<file path="config.mk">
export PLATFORM = sky130hd
export DESIGN_NAME = bsb_core_flat
export DESIGN_NICKNAME = d
export VERILOG_FILES = /design/src/design/bsb_pkg.sv /design/src/design/bsb_if.sv /design/src/design/bsb_core.sv /design/src/flat_wrapper.sv
export SDC_FILE = /design/constraint.sdc
export NUM_CORES = 1
export LEC_CHECK = 0
export BUFFER_PORTS_ARGS = -buffer_cell sky130_fd_sc_hd__buf_4
export CORE_UTILIZATION = 30
export CTS_CLUSTER_DIAMETER = 60
export DETAILED_ROUTE_END_ITERATION = 12
export GPL_ROUTABILITY_DRIVEN = 0
export HOLD_SLACK_MARGIN = 0.08
export SYNTH_ARGS = -nofsm -noshare
export SYNTH_HDL_FRONTEND = slang
export SYNTH_SLANG_ARGS = --single-unit
</file>
<file path="constraint.sdc">
create_clock -name clk -period 13.6 [get_ports clk]
set_clock_uncertainty 0.2 [all_clocks]
set_input_delay 0 -clock clk [delete_from_list [all_inputs] [get_ports clk]]
set_output_delay 0 -clock clk [all_outputs]
set_load 0.1 [all_outputs]
</file>
<file path="src/design/bsb_pkg.sv">
package bsb_pkg;

  // Request payload field types
  typedef logic [2:0]  func_t;
  typedef logic [12:0] amount_t;
  typedef logic [5:0]  width_t;
  typedef logic [31:0] word_t;
  typedef logic [7:0]  byte_t;

  // Operation codes carried in func
  localparam func_t FUNC_INIT     = 3'd0;
  localparam func_t FUNC_SKIP     = 3'd1;
  localparam func_t FUNC_RD_BITS  = 3'd2;
  localparam func_t FUNC_RD_BYTES = 3'd3;
  localparam func_t FUNC_WR_BYTES = 3'd4;

  // Clamps on the width field
  localparam width_t MAX_BITS  = 6'd32;
  localparam width_t MAX_BYTES = 6'd4;

endpackage

</file>
<file path="src/design/bsb_if.sv">
// Request channel: one operation per request
interface bsb_in_if import bsb_pkg::*; ();
  logic    valid;
  logic    ready;
  func_t   func;
  amount_t amount;
  width_t  width;
  word_t   data;

  modport source (output valid, func, amount, width, data, input ready);
  modport sink   (input valid, func, amount, width, data, output ready);
endinterface

// Result channel: one result per request
interface bsb_out_if import bsb_pkg::*; ();
  logic  valid;
  logic  ready;
  word_t value;
  logic  at_end;
  logic  overflow;

  modport source (output valid, value, at_end, overflow, input ready);
  modport sink   (input valid, value, at_end, overflow, output ready);
endinterface

</file>
<file path="src/design/bsb_core.sv">
// Cursor registers and the per-request sequencer around the byte store
module bsb_core import bsb_pkg::*; #(
  parameter int BUF_BYTES = 4096,
  localparam int AW = $clog2(BUF_BYTES),
  localparam int CW = $clog2(BUF_BYTES + 1)
) (
  input  logic          clk,
  input  logic          rst,
  input  logic          clearing,
  bsb_in_if.sink        in_ch,
  bsb_out_if.source     out_ch,
  output logic          mem_en,
  output logic          mem_we,
  output logic [AW-1:0] mem_addr,
  output byte_t         mem_wdata,
  input  byte_t         mem_rdata
);

  // sum width for byte compares, bit-position width for bit compares
  localparam int SW = ((CW > 13) ? CW : 13) + 1;
  localparam int BW = CW + 4;
  localparam logic [SW-1:0] CAP   = SW'(BUF_BYTES);
  localparam logic [BW-1:0] CAP_B = BW'(BUF_BYTES * 8);

  localparam logic [1:0] ST_IDLE  = 2'd0;
  localparam logic [1:0] ST_READ  = 2'd1;
  localparam logic [1:0] ST_WRITE = 2'd2;
  localparam logic [1:0] ST_DONE  = 2'd3;

  logic [1:0]    state;
  logic [CW-1:0] rc;
  logic [2:0]    bo;
  logic [CW-1:0] wc;
  logic [AW-1:0] base;
  logic [2:0]    n_r;
  logic [2:0]    iss;
  logic [2:0]    rcv;
  logic          pend;
  logic [39:0]   acc;
  logic [2:0]    sh_r;
  logic [5:0]    mw_r;
  logic          ovf_r;
  logic [31:0]   wsh;
  logic [2:0]    wcnt;

  logic          accept;
  logic          out_free;
  width_t        wb;
  logic [2:0]    wy;
  logic [SW-1:0] pos;
  logic [SW-1:0] skip_end;
  logic [SW-1:0] rdb_end;
  logic [SW-1:0] wr_end;
  logic [BW-1:0] bit_end;
  logic [5:0]    bit_tot;
  logic [2:0]    bit_n;
  logic [5:0]    wr_sh;
  logic [39:0]   acc_sh;
  logic [32:0]   mask_w;
  word_t         val;

  function automatic logic [32:0] low_mask(input logic [5:0] w);
    low_mask = (33'd1 << w) - 33'd1;
  endfunction

  assign accept   = in_ch.valid && in_ch.ready;
  assign out_free = !out_ch.valid || out_ch.ready;
  assign in_ch.ready = (state == ST_IDLE) && !clearing;

  // clamped widths and candidate end positions
  assign wb       = (in_ch.width > MAX_BITS) ? MAX_BITS : in_ch.width;
  assign wy       = (in_ch.width > MAX_BYTES) ? 3'd4 : in_ch.width[2:0];
  assign pos      = SW'(rc) + SW'(bo != 3'd0);
  assign skip_end = pos + SW'(in_ch.amount);
  assign rdb_end  = pos + SW'(wy);
  assign wr_end   = SW'(wc) + SW'(wy);
  assign bit_end  = BW'({rc, bo}) + BW'(wb);
  assign bit_tot  = 6'(bo) + wb;
  assign bit_n    = 3'((bit_tot + 6'd7) >> 3);
  assign wr_sh    = {3'(3'd4 - wy), 3'b000};

  // result value: drop trailing bits of the last byte, keep the requested width
  assign acc_sh = acc >> sh_r;
  assign mask_w = low_mask(mw_r);
  assign val    = acc_sh[31:0] & mask_w[31:0];

  // memory port
  always_comb begin
    mem_en    = 1'b0;
    mem_we    = 1'b0;
    mem_addr  = base;
    mem_wdata = wsh[31:24];
    if (state == ST_READ && iss != n_r) begin
      mem_en = 1'b1;
    end else if (state == ST_WRITE) begin
      mem_en = 1'b1;
      mem_we = 1'b1;
    end
  end

  always_ff @(posedge clk) begin
    if (rst) begin
      state        <= ST_IDLE;
      rc           <= '0;
      bo           <= '0;
      wc           <= '0;
      pend         <= 1'b0;
      out_ch.valid <= 1'b0;
    end else begin
      // the done state reloads the register itself
      if (out_ch.valid && out_ch.ready && state != ST_DONE) begin
        out_ch.valid <= 1'b0;
      end
      case (state)
        ST_IDLE: begin
          if (accept) begin
            // cursors move at once; nothing reads them until the result
            acc   <= '0;
            iss   <= '0;
            rcv   <= '0;
            case (in_ch.func)
              FUNC_INIT: begin
                mw_r  <= '0;
                sh_r  <= '0;
                state <= ST_DONE;
                if (SW'(in_ch.amount) > CAP) begin
                  ovf_r <= 1'b1;
                end else begin
                  ovf_r <= 1'b0;
                  rc    <= '0;
                  bo    <= '0;
                  wc    <= CW'(in_ch.amount);
                end
              end
              FUNC_SKIP: begin
                mw_r  <= '0;
                sh_r  <= '0;
                state <= ST_DONE;
                if (skip_end > CAP) begin
                  ovf_r <= 1'b1;
                end else begin
                  ovf_r <= 1'b0;
                  rc    <= CW'(skip_end);
                  bo    <= '0;
                end
              end
              FUNC_RD_BITS: begin
                if (wb != '0 && bit_end <= CAP_B) begin
                  ovf_r <= 1'b0;
                  base  <= AW'(rc);
                  n_r   <= bit_n;
                  sh_r  <= 3'(3'd0 - bit_tot[2:0]);
                  mw_r  <= wb;
                  rc    <= rc + CW'(bit_tot[5:3]);
                  bo    <= bit_tot[2:0];
                  state <= ST_READ;
                end else begin
                  // zero width does nothing, too wide is refused
                  ovf_r <= (wb != '0);
                  mw_r  <= '0;
                  sh_r  <= '0;
                  state <= ST_DONE;
                end
              end
              FUNC_RD_BYTES: begin
                if (wy != '0 && rdb_end <= CAP) begin
                  ovf_r <= 1'b0;
                  base  <= AW'(pos);
                  n_r   <= wy;
                  sh_r  <= '0;
                  mw_r  <= {wy, 3'b000};
                  rc    <= CW'(rdb_end);
                  bo    <= '0;
                  state <= ST_READ;
                end else begin
                  ovf_r <= (wy != '0);
                  mw_r  <= '0;
                  sh_r  <= '0;
                  state <= ST_DONE;
                end
              end
              FUNC_WR_BYTES: begin
                mw_r <= '0;
                sh_r <= '0;
                if (wy != '0 && wr_end <= CAP) begin
                  ovf_r <= 1'b0;
                  base  <= AW'(wc);
                  wsh   <= in_ch.data << wr_sh;
                  wcnt  <= wy;
                  wc    <= CW'(wr_end);
                  state <= ST_WRITE;
                end else begin
                  ovf_r <= (wy != '0);
                  state <= ST_DONE;
                end
              end
              default: begin
                ovf_r <= 1'b0;
                mw_r  <= '0;
                sh_r  <= '0;
                state <= ST_DONE;
              end
            endcase
          end
        end
        ST_READ: begin
          // one byte issued and one collected per cycle
          pend <= mem_en;
          if (mem_en) begin
            iss  <= iss + 3'd1;
            base <= base + AW'(1);
          end
          if (pend) begin
            acc <= {acc[31:0], mem_rdata};
            rcv <= rcv + 3'd1;
            if (rcv + 3'd1 == n_r) begin
              state <= ST_DONE;
            end
          end
        end
        ST_WRITE: begin
          wsh  <= {wsh[23:0], 8'h00};
          base <= base + AW'(1);
          wcnt <= wcnt - 3'd1;
          if (wcnt == 3'd1) begin
            state <= ST_DONE;
          end
        end
        ST_DONE: begin
          if (out_free) begin
            out_ch.valid    <= 1'b1;
            out_ch.value    <= val;
            out_ch.at_end   <= (pos >= SW'(wc));
            out_ch.overflow <= ovf_r;
            state           <= ST_IDLE;
          end
        end
        default: begin
          state <= ST_IDLE;
        end
      endcase
    end
  end

  // no request taken while the store is being cleared
  assert property (@(posedge clk) disable iff (rst) clearing |-> !in_ch.ready)
    else $error("request accepted during clearing pass");

  // store writes only come from a write request
  assert property (@(posedge clk) disable iff (rst) mem_we |-> (state == ST_WRITE))
    else $error("store written outside write sequence");

  // cursors never pass capacity
  assert property (@(posedge clk) disable iff (rst) (SW'(wc) <= CAP) && (pos <= CAP))
    else $error("cursor beyond capacity");

  // a new result only comes out of the done state
  assert property (@(posedge clk) disable iff (rst)
                   $rose(out_ch.valid) |-> $past(state == ST_DONE))
    else $error("result issued outside done state");

  // no more reads issued than bytes needed
  assert property (@(posedge clk) disable iff (rst) (state == ST_READ) |-> (iss <= n_r))
    else $error("read issue count overran");

endmodule

</file>
<file path="src/flat_wrapper.sv">
// flat-port wrapper written by rule: the top's interface ports become plain ports
module bsb_core_flat import bsb_pkg::*;
#(
  parameter int BUF_BYTES = 4096,
  localparam int AW = $clog2(BUF_BYTES),
  localparam int CW = $clog2(BUF_BYTES + 1)
)
  (clk, rst, clearing, mem_en, mem_we, mem_addr, mem_wdata, mem_rdata, in_ch_valid, in_ch_func, in_ch_amount, in_ch_width, in_ch_data, in_ch_ready, out_ch_valid, out_ch_value, out_ch_at_end, out_ch_overflow, out_ch_ready);
  bsb_in_if in_ch_i ();
  bsb_out_if out_ch_i ();
  input  logic clk;
  input  logic rst;
  input  logic clearing;
  output logic mem_en;
  output logic mem_we;
  output logic [AW-1:0] mem_addr;
  output byte_t mem_wdata;
  input  byte_t mem_rdata;
  input wire logic [$bits(in_ch_i.valid)-1:0] in_ch_valid;
  input wire logic [$bits(in_ch_i.func)-1:0] in_ch_func;
  input wire logic [$bits(in_ch_i.amount)-1:0] in_ch_amount;
  input wire logic [$bits(in_ch_i.width)-1:0] in_ch_width;
  input wire logic [$bits(in_ch_i.data)-1:0] in_ch_data;
  output wire logic [$bits(in_ch_i.ready)-1:0] in_ch_ready;
  output wire logic [$bits(out_ch_i.valid)-1:0] out_ch_valid;
  output wire logic [$bits(out_ch_i.value)-1:0] out_ch_value;
  output wire logic [$bits(out_ch_i.at_end)-1:0] out_ch_at_end;
  output wire logic [$bits(out_ch_i.overflow)-1:0] out_ch_overflow;
  input wire logic [$bits(out_ch_i.ready)-1:0] out_ch_ready;
  assign in_ch_i.valid = in_ch_valid;
  assign in_ch_i.func = in_ch_func;
  assign in_ch_i.amount = in_ch_amount;
  assign in_ch_i.width = in_ch_width;
  assign in_ch_i.data = in_ch_data;
  assign in_ch_ready = in_ch_i.ready;
  assign out_ch_valid = out_ch_i.valid;
  assign out_ch_value = out_ch_i.value;
  assign out_ch_at_end = out_ch_i.at_end;
  assign out_ch_overflow = out_ch_i.overflow;
  assign out_ch_i.ready = out_ch_ready;
  bsb_core #(.BUF_BYTES(BUF_BYTES)) u_core (.clk(clk), .rst(rst), .clearing(clearing), .in_ch(in_ch_i), .out_ch(out_ch_i), .mem_en(mem_en), .mem_we(mem_we), .mem_addr(mem_addr), .mem_wdata(mem_wdata), .mem_rdata(mem_rdata));
endmodule
</file>
# Word level (Yosys, flattened, before mapping)
# Cells that the tools add are included.
# classes
addsub	15
reduce_logical	33
order_cmp	8
mux	66
n_shift	3
n_eq_ne	28
n_bitwise	2
# ops
cell	count
$mux 32	3
$mux 40	2
$pmux 40 s2	1
$mux 13	6
$pmux 12 s3	2
$pmux 32 s2	1
$mux 12	5
$pmux 13 s4	1
$shr 40x3->32	1
$mux 3	13
$and 32x32->32	1
$shl 1x6->32 const A	1
$shl 32x6->32	1
$sub 32x1->32 const B	1
$le 14x13->1 const B	2
$pmux 13 s2	1
$pmux 3 s2	4
$mux 6	3
$add 16x6->17	1
$le 17x16->1 const B	1
$ne 2x2->1 const B	8
$reduce_and 5->1	3
$add 13x1->14	1
$add 13x3->14	1
48 further kinds	91
# word_totals
output_inout_bits	58
in_bits	67
regBits	173

# Depth between registers and ports, before layout
# Gate-level depths: netlist of the first run.
# depth
ltp_word	9
depth_mapped	20

# Least setup slack after synthesis of the first run
# No wires, ideal clock.
# synth_path
kind	register to register
start	reg u_core.state[0]
end	reg u_core.acc[0] (enable)
path_stages_with_launch	7
setup_slack_ns	7.190
period_less_slack_ns	6.410
arrival_time_ns	5.705
required_ns	12.895
n_path_buf	0
cell_sequence	dfxtp_1 > inv_1 > ha_1 > inv_1 > nor2_1 > nand2_1 > a211oi_1
# synth_via
elab_chain_len	5
word_cells_on_any_way	8
# synth_lines
item	line	rtl
start, declared	bsb_core.sv:30	logic [1:0] state;
start signal, assigned	bsb_core.sv:103	state <= ST_IDLE;
start signal, assigned	bsb_core.sv:125	state <= ST_DONE;
start signal, assigned	bsb_core.sv:138	state <= ST_DONE;
$logic_not 2->1	bsb_core.sv:68	assign in_ch.ready = (state == ST_IDLE) && !clearing;
$logic_and 1x1->1	bsb_core.sv:68	
named net in_ch_ready	flat_wrapper.sv:24	output wire logic [$bits(in_ch_i.ready)-1:0] in_ch_ready;
$logic_and 1x1->1	bsb_core.sv:66	assign accept = in_ch.valid && in_ch.ready;
$ne 2x1->1 (no line)	-	
$reduce_and 4->1 (no line)	-	
end signal, assigned	bsb_core.sv:214	acc <= {acc[31:0], mem_rdata};
end, declared	bsb_core.sv:39	logic [39:0] acc;
# The timed path passes the listed nets, and every way through them passes these cells.
# A chain may end at the register's enable or synchronous reset.

# Worst setup path after layout of the first run
# layout_path
start	in in_ch_width[5]
end	reg u_core.wc[7]
# layout_via
elab_chain_len	7
word_cells_on_any_way	10
# layout_lines
item	line	rtl
start, declared	flat_wrapper.sv:22	input wire logic [$bits(in_ch_i.width)-1:0] in_ch_width;
$gt 6x3->1 *	bsb_core.sv:72	assign wy = (in_ch.width > MAX_BYTES) ? 3'd4 : in_ch.width[2:0];
$mux 3 *	bsb_core.sv:72	
$add 13x3->14	bsb_core.sv:76	assign wr_end = SW'(wc) + SW'(wy);
$le 14x13->1	bsb_core.sv:185	if (wy != '0 && wr_end <= CAP) begin
$logic_and 1x1->1	bsb_core.sv:185	
$ne 2x1->1 (no line)	-	
$reduce_and 5->1 (no line)	-	
end signal, assigned	bsb_core.sv:132	wc <= CW'(in_ch.amount);
end signal, assigned	bsb_core.sv:190	wc <= CW'(wr_end);
end, declared	bsb_core.sv:33	logic [CW-1:0] wc;
# Every way passes the cells marked *; elsewhere a longest branch is shown, timed or not. The select of a mux whose other input is x is not followed.

==> results of run 1 <==
synthesized netlist by cell type (9+ instances only):
cell type	instances
a21o_1	12
and2_1	51
xnor2_1	41
nand2_1	129
clkbuf_1	65
nor3b_1	9
nor2b_1	17
mux2_2	17
dfxtp_1	33
a31oi_1	13
and3_1	23
o21ai_0	79
nor3_1	28
a221oi_1	12
a22oi_1	14
or3_1	9
ha_1	56
a21oi_1	104
buf_4	15
nand4_1	14
edfxtp_1	139
xor2_1	34
a211oi_1	26
nor4_1	14
inv_1	47
mux2i_1	58
nand3_1	35
o221ai_1	11
nor2_1	159
stage by stage:
stage                     worst slack, ns  cell area (sq um)  utilization [%]  total power, mW  cells
after floorplan                      7.19              12800                -             1.27   1424
after global placement               8.21              14100             33.5             1.47   2004
after detailed placement             8.04              14100             33.5             1.48   2004
after CTS                            7.52              15600             37.3             2.03   2132
after global routing                 7.05              15600             37.3             2.13   2132
final                                7.43              15600             37.3             2.03   2132
cell families (layout without fill, tap and decap cells):
| group | after synthesis | count (layout) | synth area share, % |
|---|---|---|---|
| AND/OR/NAND/NOR | 530 | 530 | 20.4 |
| adder cells (fa/ha/maj) | 62 | 62 | 6.35 |
| buffers and inverters | 148 | 317 | 4.93 |
| XOR/XNOR | 77 | 77 | 5.40 |
| flip-flops | 172 | 172 | 37.8 |
| multiplexers | 80 | 80 | 6.92 |
| AO/OA/AOI/OAI | 355 | 355 | 18.1 |
sequential cells by signal, summed over array words and instances, names as in the netlist, 2 cells and up:
name,flops
u_core.out_ch.value,32
u_core.wcnt,3
u_core.n_r,3
u_core.sh_r,3
u_core.bo,3
u_core.mw_r,6
u_core.rcv,3
u_core.state,2
u_core.mem_addr,12
u_core.wsh,32
u_core.iss,3
u_core.wc,13
u_core.rc,13
u_core.acc,39
critical path, stage by stage:
cell,delay (ns)
dlygate4sd3_1,0.53
buf_4,0.18
or4_1,0.73
inv_1,0.22
nand2_1,0.07
buf_4,0.23
inv_2,0.40
ha_1,0.28
fa_1,0.21
a21oi_1,0.14
nor4b_2,0.41
and3_1,0.25
mux2i_1,0.14
a21o_1,0.21
a31oi_2,0.33
o21ai_1,0.32
or3_1,0.44
dlygate4sd3_1,0.56
o31ai_1,0.07
dlygate4sd3_1,0.58
timing repair:
| item | CTS | global route |
|---|---|---|
| gates resized for setup | 0 | 0 |
| hold endpoints to repair | 86 | 0 |
| hold buffers | 96 | 0 |
worst paths after layout:
| kind | from | end | cells after the start |
|---|---|---|---|
| worst max-delay path | in_ch_width[5] | u_core.wc[7]$_SDFFE_PP0P_ | 20 |
| worst min-delay path | mem_rdata[3] | u_core.acc[3]$_SDFFCE_PN0P_ | 3 |
| worst max register to register | u_core.rc[0]$_SDFFE_PP0P_ | u_core.bo[2]$_SDFFE_PP0P_ | 17 |
| worst min register to register | u_core.bo[0]$_SDFFE_PP0P_ | u_core.bo[0]$_SDFFE_PP0P_ | 2 |
per-layer routing:
layer | vias up | track usage (%) | wire length [um]
met5 | - | 0 | 0
met3 | 88 | 3.34 | 2710
met1 | 5640 | 22.9 | 16700
li1 | 5536 | - | -
met4 | 0 | 6.41 | 1050
met2 | 484 | 31.0 | 19700
report_power, final:
group,internal (mW),switching (mW)
registers,0.690,0.0529
clock network,0.294,0.235
logic,0.258,0.500
total,1.24,0.788
layout make-up:
cell class	instances	area (sq um)
clock buffers	17	425
inverters	51	191
fillers	4135	26300
well taps	539	674
flip-flops and latches	172	4830
repair buffers	234	2000
clock inverters	15	186
multi-input cells	1104	7340
==> impl_metrics.tcl, run 1 <==
set metrics [dict create \
    first_pass_iters 6 \
    crit_path_start_kind "input pin" \
    setup_viol 0 \
    rsz0062_at_grt "false" \
    hp-class "input pin to flip-flop" \
    whs_ns 0.184 \
    fp.dieH_um 208 \
    synth_edf_count 139 \
    num-nets-final 1708 \
    min_period_ns 6.17 \
    relSlewSlack_pct 31.8 \
    portBuffers 124 \
    drt-total-wl_mm 40.2 \
    start_util_pct 30.5 \
    clkTransAtPathRegs_ns 0.07 \
    post-route-drc-count 0 \
    cap_violations 0 \
    yosysWarnings 0 \
    htree_levels 4 \
    synth-main-ff-cell "edfxtp_1" \
    fmax_mhz 162 \
    power.leakage_nw 5.95 \
    cts_buffers 17 \
    vias 11700 \
    fin_crit_sh_pct 45.3 \
    required_ns 13.80 \
    drive_above_1_share_pct 13.9 \
    postCtsSetupBuffers 0 \
    yosysUniqueCellTypes 87 \
    avgViaCountPerCell 5.51 \
    clock_sinks 172 \
    ys_ff_latch 172 \
    die_area_sq_mm 0.0434 \
    grt_max_degree 52 \
    worst_slew_pin_slew_ns 1.02 \
    areaGrowthSynthToFinish_pct 22.5 \
    core_sq_mm 0.0419 \
    synth_area_leader_cell "edfxtp_1" \
    worst_ep_arrival_time_ns 6.37 \
    ir_worst_vdd_uv 89.3 \
    die_w_um 208 \
    hold_viol 0 \
    criticalPathCategory "input pin to flip-flop" \
    cts_buffer_depth 2 \
    rrSetupSlack_ns 7.61 \
    insertion_delay_ns 0.46 \
    grt_pass1_wl_mm 62.2 \
    grt_antenna_before_repair 0 \
    num_io_pins 125 \
    powerDensity_mw_per_mm2 130 \
    cts_tree "built" \
    async_flop_share_pct 0 \
    wl_per_cell_um 18.8 \
    yosys.area.top_type_share_pct 32.7 \
    ant_nets 0 \
    final_common_cell "nor2_1" \
    final.setup.tns_ns 0 \
    final_cell_mix "158 x nor2_1, 139 x edfxtp_1, 138 x buf_4" \
    worst-path-max-fanout 23 \
    drv_slew 0 \
    synth_area_sq_mm 0.0128 \
    dp_hpwl_mm 28.8 \
    root_buffer "clkbuf_16" \
    yosysSeqAreaShare_pct 37.8 \
    run_status "completed" \
    rows 75 \
    cp-end-kind "flip-flop" \
    syn_nets 1552 \
    avgSynthCellArea_sq_um 8.97 \
    synth_area_leaders "edfxtp_1 33%, ha_1 5.5%, dfxtp_1 5.2%, nor2_1 4.7%, mux2i_1 4.5%" \
    grt_usage_pct 18.2 \
    drt_iter0_drc 1123 \
    synthCells 1424 \
    diodes 0 \
    grt_overflow 0 \
    grt_pass1_vias 11300 \
]
No activity file was read; power rests on OpenSTA's default activity.
==> run 2: changes to the inputs <==
==> constraint.sdc (replaced) <==
create_clock -name clk -period 5.02 [get_ports clk]
set_clock_uncertainty 0.2 [all_clocks]
set_input_delay 0 -clock clk [delete_from_list [all_inputs] [get_ports clk]]
set_output_delay 0 -clock clk [all_outputs]
set_load 0.1 [all_outputs]
==> impl_metrics.tcl, run 2 (same netlist as run 1, synthesis figures left out) <==
set metrics [dict create \
    run_status "completed" \
    fin_crit_sh_pct 95.8 \
    num_io_pins 125 \
    rr_worst_depth 18 \
    cts_buffer_depth 2 \
    min_period_ns 4.81 \
    setup_viol 0 \
    hp-class "input pin to flip-flop" \
    final_common_cell "buf_4" \
    fp.dieH_um 208 \
    die_w_um 208 \
    cap_violations 0 \
    clkTransAtPathRegs_ns 0.07 \
    cp-startpoint "u_core.bo[0]$_SDFFE_PP0P_" \
    insertion_delay_ns 0.45 \
    setup_ws_ns 0.213 \
    rrSetupSlack_ns 0.21 \
    clock_sinks 172 \
    drt_iter0_drc 1158 \
    grt_pass1_vias 11400 \
    diodes 0 \
    hold_viol 0 \
    vias 11900 \
    place_inst 2032 \
    ant_nets 0 \
    largest_reg_flops 39 \
    areaGrowthSynthToFinish_pct 24.5 \
    endpoint "u_core.rc[3]$_SDFFE_PP0P_" \
    drt-total-wl_mm 39.6 \
    grt_usage_pct 17.9 \
    r2r_start "u_core.bo[0]$_SDFFE_PP0P_" \
    powerDensity_mw_per_mm2 340 \
    instances_no_fill 2164 \
    reg_top3 "u_core.acc: 39 flops, u_core.out_ch.value: 32 flops, u_core.wsh: 32 flops" \
    whs_ns 0.0881 \
    grt_pass1_wl_mm 62.1 \
    core_sq_mm 0.0419 \
    portBuffers 124 \
    relSlewSlack_pct 30.9 \
    fmax_mhz 208 \
    fillers 4181 \
    grt_overflow 0 \
    postCtsSetupBuffers 0 \
    wl_per_cell_um 18.3 \
    power.leakage_nw 6.10 \
    cp-end-kind "flip-flop" \
    worst-path-max-fanout 30 \
    criticalPathCategory "flip-flop to flip-flop" \
    grt_antenna_before_repair 0 \
    grt_max_degree 51 \
    hp-start "clearing" \
    required_ns 5.16 \
    num-nets-final 1741 \
    cts_buffers 17 \
    start_util_pct 30.5 \
    crit_path_start_kind "flip-flop" \
    rows 75 \
    r2r_end "u_core.rc[3]$_SDFFE_PP0P_" \
    final_cell_mix "165 x buf_4, 158 x nor2_1, 139 x edfxtp_1" \
    first_pass_iters 6 \
    die_area_sq_mm 0.0434 \
    avgViaCountPerCell 5.50 \
    ir_worst_vdd_uv 222 \
    root_buffer "clkbuf_16" \
    post-route-drc-count 0 \
    dp_hpwl_mm 28.8 \
    dp_worst_setup_slack_ns 0.0882 \
    htree_levels 4 \
    drive_above_1_share_pct 15.4 \
    largest-register "u_core.acc" \
    cts_tree "built" \
    drv_slew 0 \
    worst_slew_pin_slew_ns 1.03 \
    worst_ep_arrival_time_ns 4.95 \
]
run 2: worst min-delay path by stage:
stage,end,slack [ns],cells past startpoint
after floorplan,u_core.wc[0]$_SDFFE_PP0P_,-0.04,2
after global placement,u_core.acc[0]$_SDFFCE_PN0P_,0.09,2
after detailed placement,u_core.acc[0]$_SDFFCE_PN0P_,0.09,2
after CTS,u_core.bo[1]$_SDFFE_PP0P_,0.09,7
after global routing,u_core.n_r[0]$_DFFE_PP_,0.11,5
final,u_core.bo[1]$_SDFFE_PP0P_,0.09,7
run 2: metrics by stage:
step / TNS (ns) / utilization [%] / cell area (sq um) / total power [mW]
final: 0 / 37.9 / 15900 / 5.41
after CTS: 0 / 37.8 / 15900 / 5.42
after detailed placement: 0 / 34.1 / 14300 / 4.00
after global placement: 0 / 34.1 / 14300 / 3.97
after floorplan: 0 / - / 12800 / 3.44
after global routing: -0.000380 / 37.9 / 15900 / 5.70
run 2: report_power, final:
part	switching, mW	leakage (nW)	internal, mW
Clock	0.637	0.277	0.693
Sequential	0.133	1.55	1.87
Combinational	1.35	4.27	0.728
Total	2.12	6.10	3.29
run 2: critical path, stage by stage (launching register included):
cell and delay (ns):
dfxtp_1 0.33, or3_1 0.40, ha_1 0.25, ha_2 0.25
nand3_1 0.11, xnor2_1 0.19, inv_2 0.12, ha_1 0.38
nand3_1 0.14, o21ai_0 0.29, nand4_1 0.17, and3_1 0.21
a211o_1 0.25, a31oi_1 0.20, o21ai_1 0.22, a2111oi_4 0.43
buf_12 0.22, nand2_1 0.06, a32o_1 0.25
run 2: final cells by class:
type | count | area (sq um) | share of cell area [%]
Inverter | 51 | 191 | 1.20
Clock buffer | 17 | 425 | 2.68
Clock inverter | 14 | 133 | 0.834
Multi-Input combinational cell | 1104 | 7370 | 46.4
Timing Repair Buffer | 267 | 2270 | 14.3
Sequential cell | 172 | 4830 | 30.4
Tap cell | 539 | 674 | 4.24
run 2: timing repair:
item                       4_1_cts  5_1_grt
gates resized for setup          0        8
hold endpoints to repair        89        0
setup endpoints to repair        0       17
hold buffers                   101        0
run 2: per-layer routing:
layer | part of all wire [%] | vias to the layer above | global-route usage [%]
met1 | 43 | 5725 | 23.3
met2 | 48 | 501 | 30.4
met4 | 2.8 | 0 | 6.05
met3 | 6.3 | 89 | 2.57
met5 | 0 | - | 0
li1 | - | 5590 | -
